**src/rtl/core/ueh_pkg.sv**
```systemverilog
package ueh_pkg;

  localparam int unsigned BYTE_W  = 8;
  localparam int unsigned UNIT_W  = 16;
  localparam int unsigned LIMIT_W = 10;
  localparam int unsigned CFG_INDEX_W = 1;

  localparam logic [BYTE_W-1:0] ESCAPE_MARK = 8'h5F;  // '_'
  localparam logic [BYTE_W-1:0] CH_0  = 8'h30;
  localparam logic [BYTE_W-1:0] CH_9  = 8'h39;
  localparam logic [BYTE_W-1:0] CH_LA = 8'h61;
  localparam logic [BYTE_W-1:0] CH_LF = 8'h66;
  localparam logic [BYTE_W-1:0] CH_UA = 8'h41;
  localparam logic [BYTE_W-1:0] CH_UF = 8'h46;

  localparam logic        UNIT_MODE_RESET    = 1'b0;
  localparam logic [9:0]  OUTPUT_LIMIT_RESET = 10'd1023;

  typedef enum logic [CFG_INDEX_W-1:0] {
    REG_UNIT_MODE    = 1'b0,
    REG_OUTPUT_LIMIT = 1'b1
  } cfg_reg_t;

  typedef enum logic [1:0] {
    PH_IDLE  = 2'd0,
    PH_MARK  = 2'd1,
    PH_DIGIT = 2'd2
  } phase_t;

  typedef struct packed {
    logic [BYTE_W-1:0] code_byte;
    logic              final_byte;
  } item_t;

  typedef struct packed {
    logic [UNIT_W-1:0] decoded_value;
    logic              value_valid;
    logic              string_done;
    logic              truncated;
  } result_t;

  // non-hex characters decode as zero
  function automatic logic [3:0] hex_value(input logic [BYTE_W-1:0] ch);
    logic [BYTE_W-1:0] d;
    d = '0;
    if (ch >= CH_0 && ch <= CH_9) begin
      d = ch - CH_0;
    end else if (ch >= CH_LA && ch <= CH_LF) begin
      d = ch - CH_LA + 8'd10;
    end else if (ch >= CH_UA && ch <= CH_UF) begin
      d = ch - CH_UA + 8'd10;
    end
    return d[3:0];
  endfunction

endpackage

```
**src/rtl/core/ueh_in_stage.sv**
```systemverilog
module ueh_in_stage (
  input  logic          clk,
  input  logic          rst,
  input  logic          s_axis_tvalid,
  output logic          s_axis_tready,
  input  logic [7:0]    s_axis_tdata,
  input  logic          s_axis_tlast,
  input  logic          advance,
  output logic          item_valid,
  output ueh_pkg::item_t item
);
  import ueh_pkg::*;

  logic load;

  assign s_axis_tready = !item_valid || advance;
  assign load = s_axis_tvalid && s_axis_tready;

  always_ff @(posedge clk) begin
    if (rst) begin
      item_valid <= 1'b0;
    end else if (s_axis_tready) begin
      item_valid <= s_axis_tvalid;
    end
  end

  always_ff @(posedge clk) begin
    if (load) begin
      item.code_byte  <= s_axis_tdata[BYTE_W-1:0];
      item.final_byte <= s_axis_tlast;
    end
  end

endmodule

```
**src/rtl/core/ueh_core.sv**
```systemverilog
module ueh_core #(
  parameter int unsigned OUTPUT_CAPACITY = 1024
) (
  input  logic             clk,
  input  logic             rst,
  input  logic             step,
  input  ueh_pkg::item_t   item,
  input  logic             unit_mode,
  input  logic [9:0]       output_limit,
  output logic             emit,
  output ueh_pkg::result_t res
);
  import ueh_pkg::*;

  localparam int unsigned CNT_W = $clog2(OUTPUT_CAPACITY);
  localparam logic [LIMIT_W-1:0] CAP_MAX = LIMIT_W'(OUTPUT_CAPACITY - 1);

  phase_t            phase, phase_next;
  logic [3:0]        high_nibble, high_nibble_next;
  logic [BYTE_W-1:0] pending_low, pending_low_next;
  logic              low_held, low_held_next;
  logic [CNT_W-1:0]  count, count_next;
  logic              limit_hit, limit_hit_next;

  logic [LIMIT_W-1:0] eff_limit;
  logic               have, produce, fin;
  logic [BYTE_W-1:0]  val;
  logic [UNIT_W-1:0]  unit;

  assign eff_limit = (output_limit > CAP_MAX) ? CAP_MAX : output_limit;
  assign fin = item.final_byte;

  always_comb begin
    phase_next       = phase;
    high_nibble_next = high_nibble;
    pending_low_next = pending_low;
    low_held_next    = low_held;
    count_next       = count;
    limit_hit_next   = limit_hit;
    have    = 1'b0;
    produce = 1'b0;
    val     = '0;
    unit    = '0;

    if (LIMIT_W'(count) >= eff_limit) begin
      limit_hit_next = 1'b1;
    end else begin
      case (phase)
        PH_MARK: begin
          if (fin) begin
            val        = {4'd0, hex_value(item.code_byte)};
            have       = 1'b1;
            phase_next = PH_IDLE;
          end else begin
            high_nibble_next = hex_value(item.code_byte);
            phase_next       = PH_DIGIT;
          end
        end
        PH_DIGIT: begin
          val        = {high_nibble, hex_value(item.code_byte)};
          have       = 1'b1;
          phase_next = PH_IDLE;
        end
        default: begin
          phase_next = PH_IDLE;
          if (item.code_byte == ESCAPE_MARK) begin
            if (!fin) phase_next = PH_MARK;
          end else begin
            val  = item.code_byte;
            have = 1'b1;
          end
        end
      endcase

      if (have) begin
        if (!unit_mode) begin
          unit    = {8'd0, val};
          produce = 1'b1;
        end else if (low_held) begin
          unit          = {val, pending_low};
          low_held_next = 1'b0;
          produce       = 1'b1;
        end else if (fin) begin
          unit    = {8'd0, val};
          produce = 1'b1;
        end else begin
          pending_low_next = val;
          low_held_next    = 1'b1;
        end
      end
      if (produce) count_next = count + 1'b1;
    end

    emit              = produce || fin;
    res.decoded_value = unit;
    res.value_valid   = produce;
    res.string_done   = fin;
    res.truncated     = limit_hit_next;

    // string end clears all string state
    if (fin) begin
      phase_next       = PH_IDLE;
      high_nibble_next = '0;
      pending_low_next = '0;
      low_held_next    = 1'b0;
      count_next       = '0;
      limit_hit_next   = 1'b0;
    end
  end

  always_ff @(posedge clk) begin
    if (rst) begin
      phase       <= PH_IDLE;
      high_nibble <= '0;
      pending_low <= '0;
      low_held    <= 1'b0;
      count       <= '0;
      limit_hit   <= 1'b0;
    end else if (step) begin
      phase       <= phase_next;
      high_nibble <= high_nibble_next;
      pending_low <= pending_low_next;
      low_held    <= low_held_next;
      count       <= count_next;
      limit_hit   <= limit_hit_next;
    end
  end

endmodule

```
**src/rtl/core/ueh_out_stage.sv**
```systemverilog
module ueh_out_stage (
  input  logic             clk,
  input  logic             rst,
  input  logic             step,
  input  logic             emit,
  input  ueh_pkg::result_t res,
  output logic             advance,
  output logic             m_axis_tvalid,
  input  logic             m_axis_tready,
  output logic [15:0]      m_axis_tdata,
  output logic [1:0]       m_axis_tuser,
  output logic             m_axis_tlast
);
  import ueh_pkg::*;

  result_t res_q;

  assign advance = !m_axis_tvalid || m_axis_tready;

  always_ff @(posedge clk) begin
    if (rst) begin
      m_axis_tvalid <= 1'b0;
    end else if (step) begin
      m_axis_tvalid <= emit;
    end else if (m_axis_tready) begin
      m_axis_tvalid <= 1'b0;
    end
  end

  always_ff @(posedge clk) begin
    if (step && emit) begin
      res_q <= res;
    end
  end

  assign m_axis_tdata = res_q.decoded_value;
  assign m_axis_tuser = {res_q.truncated, res_q.value_valid};
  assign m_axis_tlast = res_q.string_done;

endmodule

```
**src/rtl/core/underscore_hex_escape_decoder.sv**
```systemverilog
// channel  | direction | ports                          | payload
// s_axis   | in        | tvalid tready tdata tlast      | code_byte, final_byte
// m_axis   | out       | tvalid tready tdata tuser tlast| decoded_value, flags, string_done
// cfg      | in        | cfg_we cfg_index cfg_data      | unit_mode, output_limit
//
// One request per cycle while m_axis_tready stays high; from input to output a
// request passes the input register, then the result register.
// Synchronous active-high rst clears string state and loads register defaults.
// m_axis_tready low holds the result; the input register then fills and
// s_axis_tready drops.
module underscore_hex_escape_decoder #(
  parameter int unsigned OUTPUT_CAPACITY = 1024
) (
  input  logic        clk,
  input  logic        rst,
  input  logic        s_axis_tvalid,
  output logic        s_axis_tready,
  input  logic [7:0]  s_axis_tdata,   // [7:0] code_byte
  input  logic        s_axis_tlast,
  output logic        m_axis_tvalid,
  input  logic        m_axis_tready,
  output logic [15:0] m_axis_tdata,   // [15:0] decoded_value
  output logic [1:0]  m_axis_tuser,   // [0] value_valid, [1] truncated
  output logic        m_axis_tlast,
  input  logic        cfg_we,
  input  logic [ueh_pkg::CFG_INDEX_W-1:0] cfg_index,
  input  logic [9:0]  cfg_data
);
  import ueh_pkg::*;

  logic    unit_mode;
  logic [9:0] output_limit;
  logic    advance, item_valid, step, emit;
  item_t   item;
  result_t res;

  always_ff @(posedge clk) begin
    if (rst) begin
      unit_mode    <= UNIT_MODE_RESET;
      output_limit <= OUTPUT_LIMIT_RESET;
    end else if (cfg_we) begin
      case (cfg_reg_t'(cfg_index))
        REG_UNIT_MODE:    unit_mode    <= cfg_data[0];
        REG_OUTPUT_LIMIT: output_limit <= cfg_data;
        default: ;
      endcase
    end
  end

  assign step = item_valid && advance;

  ueh_in_stage u_in (
    .clk           (clk),
    .rst           (rst),
    .s_axis_tvalid (s_axis_tvalid),
    .s_axis_tready (s_axis_tready),
    .s_axis_tdata  (s_axis_tdata),
    .s_axis_tlast  (s_axis_tlast),
    .advance       (advance),
    .item_valid    (item_valid),
    .item          (item)
  );

  ueh_core #(
    .OUTPUT_CAPACITY (OUTPUT_CAPACITY)
  ) u_core (
    .clk          (clk),
    .rst          (rst),
    .step         (step),
    .item         (item),
    .unit_mode    (unit_mode),
    .output_limit (output_limit),
    .emit         (emit),
    .res          (res)
  );

  ueh_out_stage u_out (
    .clk           (clk),
    .rst           (rst),
    .step          (step),
    .emit          (emit),
    .res           (res),
    .advance       (advance),
    .m_axis_tvalid (m_axis_tvalid),
    .m_axis_tready (m_axis_tready),
    .m_axis_tdata  (m_axis_tdata),
    .m_axis_tuser  (m_axis_tuser),
    .m_axis_tlast  (m_axis_tlast)
  );

endmodule

```
**config.mk**
```make
export PLATFORM = sky130hd
export DESIGN_NAME = underscore_hex_escape_decoder
export DESIGN_NICKNAME = d
export VERILOG_FILES = /design/src/rtl/core/ueh_pkg.sv /design/src/rtl/core/ueh_in_stage.sv /design/src/rtl/core/ueh_core.sv /design/src/rtl/core/ueh_out_stage.sv /design/src/rtl/core/underscore_hex_escape_decoder.sv
export SDC_FILE = /design/constraint.sdc
export NUM_CORES = 1
export LEC_CHECK = 0
export ABC_AREA = 1
export BUFFER_PORTS_ARGS = -buffer_cell sky130_fd_sc_hd__buf_2
export CORE_MARGIN = 2
export CORE_UTILIZATION = 45
export DETAILED_ROUTE_END_ITERATION = 8
export GPL_ROUTABILITY_DRIVEN = 1
export PLACE_DENSITY_LB_ADDON = 0.3
export SLEW_MARGIN = 10
export SYNTH_ARGS = -nofsm -noshare
export SYNTH_HDL_FRONTEND = slang
export SYNTH_SLANG_ARGS = --single-unit
```
**constraint.sdc**
```tcl
create_clock -name clk -period 4.25 [get_ports clk]
set_input_delay 0.2125 -clock clk [delete_from_list [all_inputs] [get_ports clk]]
set_output_delay 0.2125 -clock clk [all_outputs]
set_load 0.005 [all_outputs]
```
==> impl_metrics.env, run 1 <==
export IMPL_syn_area_um2=3590
export IMPL_p_leak_nw=1.81
export IMPL_power_total_mw=1.32
export IMPL_drt_wl_total_mm=7.30
export IMPL_synth_largest_area_cell="edfxtp_1"
export IMPL_clock_path_buffers=2
export IMPL_grt_overflow_total=0
export IMPL_via_count=2991
export IMPL_synth_edff_count=28
export IMPL_seq_area_um2=1620
export IMPL_cts_buffers=9
export IMPL_post_route_min_period_ns=2.67
export IMPL_hold_class="primary input to flop"
export IMPL_antennaDiodeCount=0
export IMPL_p_seq_share_pct=54.6
export IMPL_place_area_um2=3870
export IMPL_use_met1_pct=27.7
export IMPL_path_max_fanout=19
export IMPL_rsz0062_at_grt="no"
export IMPL_synth_distinct_cells=37
export IMPL_dp_hpwl_mm=5.39
export IMPL_yosys_top_cells_area="edfxtp_1, dfxtp_1, nand2_1"
export IMPL_post_place_cells=589
export IMPL_syn_num_nets=496
export IMPL_fin_nets=540
export IMPL_root_buffer="clkbuf_8"
export IMPL_cts_tree="done"
export IMPL_synth_warnings=0
export IMPL_status="finished clean"
export IMPL_hold_viol_final=0
export IMPL_synthFlopType="dfxtp_1"
export IMPL_io_buffer_count=45
export IMPL_grt_met2_usage_pct=25.4
export IMPL_mostFrequentLayoutCell="nand2_1"
export IMPL_ys_ff_latch=67
export IMPL_slew_viol_final=0
export IMPL_final_area_um2=4040
export IMPL_synth_seq_area_share_pct=45.2
export IMPL_start_kind="flop"
export IMPL_rows=32
export IMPL_antenna_found_initial=0
export IMPL_swShare_pct=26.9
export IMPL_switching_power_mw=0.354
export IMPL_multi_input_area_um2=1650
export IMPL_hold_slack_ns=0.0397
export IMPL_nFillCells=759
export IMPL_cts_resized=0
export IMPL_power_density_nw_per_um2=326
export IMPL_drt_initial_drc_count=144
export IMPL_peakVddDrop_mv=0.172
export IMPL_async_reset_ff_share_pct=0
export IMPL_insertion_delay_ns=0.34
export IMPL_end_kind="flop"
export IMPL_syn_inst=454
export IMPL_timing_final_crit_share_pct=62.8
export IMPL_cts_hold_buf=0
export IMPL_comb_power_share_pct=10.5
export IMPL_syn_to_final_growth_pct=12.5
export IMPL_tightest_slew_ns=0.643
export IMPL_ant_nets=0
export IMPL_num_io_pins=46
export IMPL_gp_congestion=0.876
export IMPL_stdcell_count=605
export IMPL_syn_area_per_cell_um2=7.90
export IMPL_drt_first_pass_iters=5
export IMPL_cts_setup_buffers=0
export IMPL_grt_pass1_wl_mm=12.6
export IMPL_clkPwrFrac_pct=35.0
export IMPL_grt_start_max_net_pins=23
export IMPL_dieArea_um2=8700
export IMPL_grt_pass1_vias=2713
export IMPL_drv_cap=0
export IMPL_die_x_um=93.3
export IMPL_die_h_um=93.3
export IMPL_cp_arrival_ns=2.64
export IMPL_synth_top_cell_area_share_pct=23.4
export IMPL_start_util_pct=46.4
export IMPL_drive_above_1_share_pct=16.7
export IMPL_setup_tns_ns=0
export IMPL_fin_worst_skew_ns=0.00734
export IMPL_worstPathRequired_ns=4.23
export IMPL_busiest_layer="met1"
export IMPL_viasPerCell=4.94
export IMPL_post_drt_wl_per_cell_um=12.1
export IMPL_internal_power_mw=0.964
export IMPL_clk_pin_slew_ns=0.08
export IMPL_globalRouteTotalUtil_pct=18.3
export IMPL_met3_usage_pct=4.11
export IMPL_slew_headroom_pct=57.1
export IMPL_coreArea_um2=7730
export IMPL_clkSinkCount=67
export IMPL_htree_num_levels=3
export IMPL_drc_errors=0
export IMPL_critical_path_class="flop to flop"
export IMPL_max_freq_mhz=375
export IMPL_final_cell_mix="nand2_1, inv_1, nor2_1, buf_2, dfxtp_1"
export IMPL_setup_violations=0
-- state kept, by name, indices dropped and copies added, names as in the netlist --
| signal | cells |
|---|---|
| u_in.item | 9 |
| u_core.low_held | 1 |
| output_limit | 10 |
| u_core.phase | 2 |
| u_out.m_axis_tuser | 2 |
| u_core.pending_low | 8 |
| u_out.m_axis_tvalid | 1 |
| u_core.count | 10 |
| u_in.item_valid | 1 |
| u_out.m_axis_tdata | 16 |
| u_out.m_axis_tlast | 1 |
| unit_mode | 1 |
| u_core.limit_hit | 1 |
| u_core.high_nibble | 4 |
-- path summary, 6_finish.rpt --
kind,depth (start not counted),endpoint,startpoint,slack (ns)
max,8,u_out.m_axis_tdata[6]$_SDFFCE_PP0P_,u_core.count[8]$_SDFFE_PP0P_,1.58
min,1,u_in.item[0]$_DFFE_PP_,s_axis_tlast,0.04
max reg2reg,8,u_out.m_axis_tdata[6]$_SDFFCE_PP0P_,u_core.count[8]$_SDFFE_PP0P_,1.58
min reg2reg,2,u_core.phase[1]$_SDFFE_PP0P_,u_core.phase[1]$_SDFFE_PP0P_,0.49
-- synthesized netlist by cell type, types with 5 or more instances --
cell,instances
o21ai_1,6
nor2_1,48
nand2_1,118
o211ai_1,9
inv_1,61
a21oi_1,20
clkbuf_1,6
o21ai_0,8
dfxtp_1,39
ha_1,17
nand4_1,12
edfxtp_1,28
nand3_1,35
nand2_2,5
-- critical path: stages, from the launching register on --
cell,delay [ns]
dfxtp_1,0.48
ha_1,0.28
nand2_1,0.10
inv_2,0.05
a21oi_2,0.17
nand4_4,0.21
nand2_2,0.26
nand3_4,0.20
inv_1,0.54
-- kinds of logic (layout without fill, tap and decap cells) --
group           Yosys count  in the layout  synth area share (%)
simple gates            236            236                  30.0
buf+inv                  77            126                  8.82
flops                    67             67                  45.2
compound gates           55             55                  9.56
fa+ha+maj                17             17                  5.93
xor+xnor                  2              2                 0.488
-- power by group through the flow --
stage / sequential (mW) / clock, mW / combinational, mW
final: 0.719 / 0.461 / 0.138
after CTS: 0.719 / 0.467 / 0.138
after floorplan: 0.730 / 0 / 0.0971
after global placement: 0.732 / 0 / 0.134
after global routing: 0.722 / 0.503 / 0.160
after detailed placement: 0.734 / 0 / 0.137
-- metal layers --
| layer | routed length [um] | vias to the layer above |
|---|---|---|
| met5 | 0 | - |
| met4 | 87 | 0 |
| met3 | 339 | 9 |
| met2 | 3010 | 69 |
| met1 | 3870 | 1339 |
| li1 | - | 1574 |
-- per-stage QoR --
step | util [%] | worst slack, ns
finish | 52.2 | 1.58
detailed placement | 50.0 | 1.63
floorplan | - | 1.99
global route | 52.2 | 1.38
CTS | 52.2 | 1.62
global placement | 50.0 | 1.71
-- area by class of cell --
cell class                 instances  share of cell area, %
inverter                          65                   6.04
timing repair buffer              45                   5.58
tap                              102                   3.16
multi-input combinational        310                   40.9
sequential                        67                   40.2
clock buffer                      10                   3.16
clock inverter                     6                   1.02
No activity file was read; power rests on OpenSTA's default activity.
==> inputs of run 2 (changes only) <==
--- a/config.mk
+++ b/config.mk
@@ -5,7 +5,7 @@
 export SDC_FILE = /design/constraint.sdc
 export NUM_CORES = 1
 export LEC_CHECK = 0
-export ABC_AREA = 1
+export ABC_AREA = 0
 export BUFFER_PORTS_ARGS = -buffer_cell sky130_fd_sc_hd__buf_2
 export CORE_MARGIN = 2
 export CORE_UTILIZATION = 45
==> constraint.sdc (replaced) <==
create_clock -name clk -period 2.6 [get_ports clk]
set_input_delay 0.13 -clock clk [delete_from_list [all_inputs] [get_ports clk]]
set_output_delay 0.13 -clock clk [all_outputs]
set_load 0.005 [all_outputs]
==> run 2 against run 1 <==
Compared with the run above: final area down 1.6%; power up 58%; synthesized cell count down 26%; non-clock buffer count up 24; clock-buffer cell count down 1; sequential cell count unchanged; utilization up 3.4 points; sequential share of layout area up 0.67 points; area after synthesis down 8.8%; final cell count down 16%; critical path type unchanged; largest cell class is now sequential cells; highest routed layer unchanged.
==> impl_metrics.env, run 2 <==
export IMPL_coreArea_um2=7140
export IMPL_insertion_delay_ns=0.34
export IMPL_grt_overflow_total=0
export IMPL_clk_pin_slew_ns=0.07
export IMPL_max_freq_mhz=405
export IMPL_ant_nets=0
export IMPL_swShare_pct=25.2
export IMPL_status="finished clean"
export IMPL_switching_power_mw=0.525
export IMPL_timing_final_crit_share_pct=95.0
export IMPL_largest_reg_flops=16
export IMPL_clkSinkCount=67
export IMPL_syn_area_per_cell_um2=9.68
export IMPL_antennaDiodeCount=0
export IMPL_drt_first_pass_iters=5
export IMPL_grt_start_max_net_pins=20
export IMPL_grt_pass1_vias=2449
export IMPL_cts_buffers=9
export IMPL_ys_ff_latch=67
export IMPL_async_reset_ff_share_pct=0
export IMPL_synthTopCellsByCount="dfxtp_1, nand2_1, nand3_1, edfxtp_1, a21oi_1"
export IMPL_power_total_mw=2.08
export IMPL_p_seq_share_pct=55.6
export IMPL_clock_path_buffers=2
export IMPL_end_kind="flop"
export IMPL_rr_startpoint="u_core.count[0]$_SDFFE_PP0P_"
export IMPL_slew_headroom_pct=63.6
export IMPL_synth_largest_area_cell="edfxtp_1"
export IMPL_drv_cap=0
export IMPL_drt_initial_drc_count=222
export IMPL_drc_errors=0
export IMPL_multi_input_area_um2=1550
export IMPL_syn_inst=338
export IMPL_stdcell_count=511
export IMPL_root_buffer="clkbuf_8"
export IMPL_p_leak_nw=1.65
export IMPL_final_cell_mix="buf_2, dfxtp_1, nand2_1, nand3_1, edfxtp_1"
export IMPL_gp_congestion=0.898
export IMPL_peakVddDrop_mv=0.294
export IMPL_syn_to_final_growth_pct=21.3
export IMPL_num_io_pins=46
export IMPL_grt_pass1_wl_mm=11.7
export IMPL_synth_edff_count=28
export IMPL_syn_num_nets=380
export IMPL_internal_power_mw=1.56
export IMPL_globalRouteTotalUtil_pct=19.4
export IMPL_synth_top_cell_area_share_pct=25.7
export IMPL_start_kind="flop"
export IMPL_dieArea_um2=7970
export IMPL_post_drt_wl_per_cell_um=13.7
export IMPL_rows=31
export IMPL_yosysMostFrequentCell="dfxtp_1"
export IMPL_seq_area_um2=1620
export IMPL_setup_violations=0
export IMPL_drive_above_1_share_pct=20.1
export IMPL_post_place_cells=482
export IMPL_via_count=2724
export IMPL_slew_viol_final=0
export IMPL_die_x_um=89.3
export IMPL_rsz0062_at_grt="no"
export IMPL_synthFlopType="dfxtp_1"
export IMPL_path_max_fanout=12
export IMPL_nFillCells=662
export IMPL_worstPathRequired_ns=2.87
export IMPL_antenna_found_initial=0
export IMPL_hold_class="primary input to flop"
export IMPL_cts_tree="done"
export IMPL_setup_tns_ns=0
export IMPL_clkPwrFrac_pct=35.5
export IMPL_post_route_min_period_ns=2.47
export IMPL_htree_num_levels=3
export IMPL_critical_path_class="flop to flop"
export IMPL_die_h_um=89.3
export IMPL_io_buffer_count=45
export IMPL_synth_distinct_cells=53
export IMPL_tightest_slew_ns=0.545
export IMPL_power_density_nw_per_um2=524
export IMPL_yosys_top_cells_area="edfxtp_1, dfxtp_1, ha_1"
export IMPL_hold_viol_final=0
export IMPL_start_util_pct=45.8
export IMPL_dp_hpwl_mm=5.04
export IMPL_syn_area_um2=3270
export IMPL_synth_seq_area_share_pct=49.6
export IMPL_viasPerCell=5.33
export IMPL_startpoint="u_core.count[0]$_SDFFE_PP0P_"
export IMPL_fin_nets=449
export IMPL_mostFrequentLayoutCell="buf_2"
export IMPL_comb_power_share_pct=8.9
export IMPL_drt_wl_total_mm=7.01
export IMPL_cp_arrival_ns=2.74
export IMPL_hold_start="s_axis_tvalid"
export IMPL_synth_warnings=0
export IMPL_fin_worst_skew_ns=0.00452
## run 2: changes by cell type in the layout (fill, tap and decap cells not counted), moves of 6 or more
cell           change
o2bb2ai_1          +8
dlygate4sd3_1     +12
nor2_1            -27
o211ai_1           -7
and2_1             +9
nor2b_1            +6
nand2_1           -81
nand2b_1           +7
inv_1             -44
buf_4             +12
## run 2: worst paths after layout
path                                  end  slack, ns  depth (start not counted)
min          u_in.item_valid$_SDFFE_PP0N_       0.02                          3
max reg2reg  u_core.count[6]$_SDFFE_PP0P_       0.13                          9
min reg2reg  output_limit[3]$_SDFFE_PP1P_       0.47                          2
max          u_core.count[6]$_SDFFE_PP0P_       0.13                          9
## run 2: cells by family (layout without fill, tap and decap cells)
kind of cell / count (synthesis) / in the layout / synth area share (%)
xor+xnor: 2 / 2 / 0.535
compound gates: 80 / 80 / 17.7
fa+ha+maj: 17 / 17 / 6.50
buf+inv: 29 / 103 / 3.40
simple gates: 142 / 142 / 22.0
flops: 67 / 67 / 49.6
mux: 1 / 1 / 0.306
## run 2: final cells by class
class                      instances  area share [%]
tap                               99            3.12
clock buffer                       9            3.12
timing repair buffer              69            11.0
inverter                          18            1.70
clock inverter                     7            1.13
multi-input combinational        242            39.1
sequential                        67            40.8
## run 2: what timing repair did
| item | 4_1_cts | 5_1_grt |
|---|---|---|
| setup buffers | 0 | 1 |
| hold buffers | 12 | 0 |
| gates resized for setup | 0 | 2 |
| setup endpoints to repair | 0 | 11 |
| endpoints found under the hold margin | 12 | 0 |
## run 2: power by group through the flow
stage | Clock, mW | Combinational [mW] | Sequential, mW
5_1_grt | 0.808 | 0.211 | 1.16
2_1_floorplan | 0 | 0.104 | 1.18
4_1_cts | 0.765 | 0.184 | 1.16
3_5_place_dp | 0 | 0.170 | 1.18
3_3_place_gp | 0 | 0.165 | 1.18
6_report | 0.740 | 0.186 | 1.16
## run 2: per-layer routing
layer  routed length (um)  share of wire [%]  vias up  global-route usage, %
met5                    0                  0        -                      0
met4                  146                2.1        0                   9.77
met2                 3220                 46       84                   28.8
met1                 3310                 47     1245                   27.0
li1                     -                  -     1380                      -
met3                  346                4.9       15                   3.88
## run 2: worst max-delay path, stage by stage (launching register included)
cell and delay (ns):
dfxtp_1 0.38, inv_1 0.08, ha_1 0.29, nor2_1 0.10, a21oi_1 0.11, o41ai_4 0.34
a41oi_2 0.23, buf_4 0.23, or4_1 0.50, a21oi_1 0.14
## run 2: per-stage QoR
step	utilization [%]	area, um^2	hold slack [ns]	setup slack (ns)
floorplan	-	3280	0.229	0.122
CTS	55.4	3960	0.00223	0.0710
detailed placement	51.4	3670	0.308	0.102
finish	55.6	3970	0.0157	0.131
global route	55.6	3970	0.0274	0.00591
global placement	51.4	3670	0.307	0.177
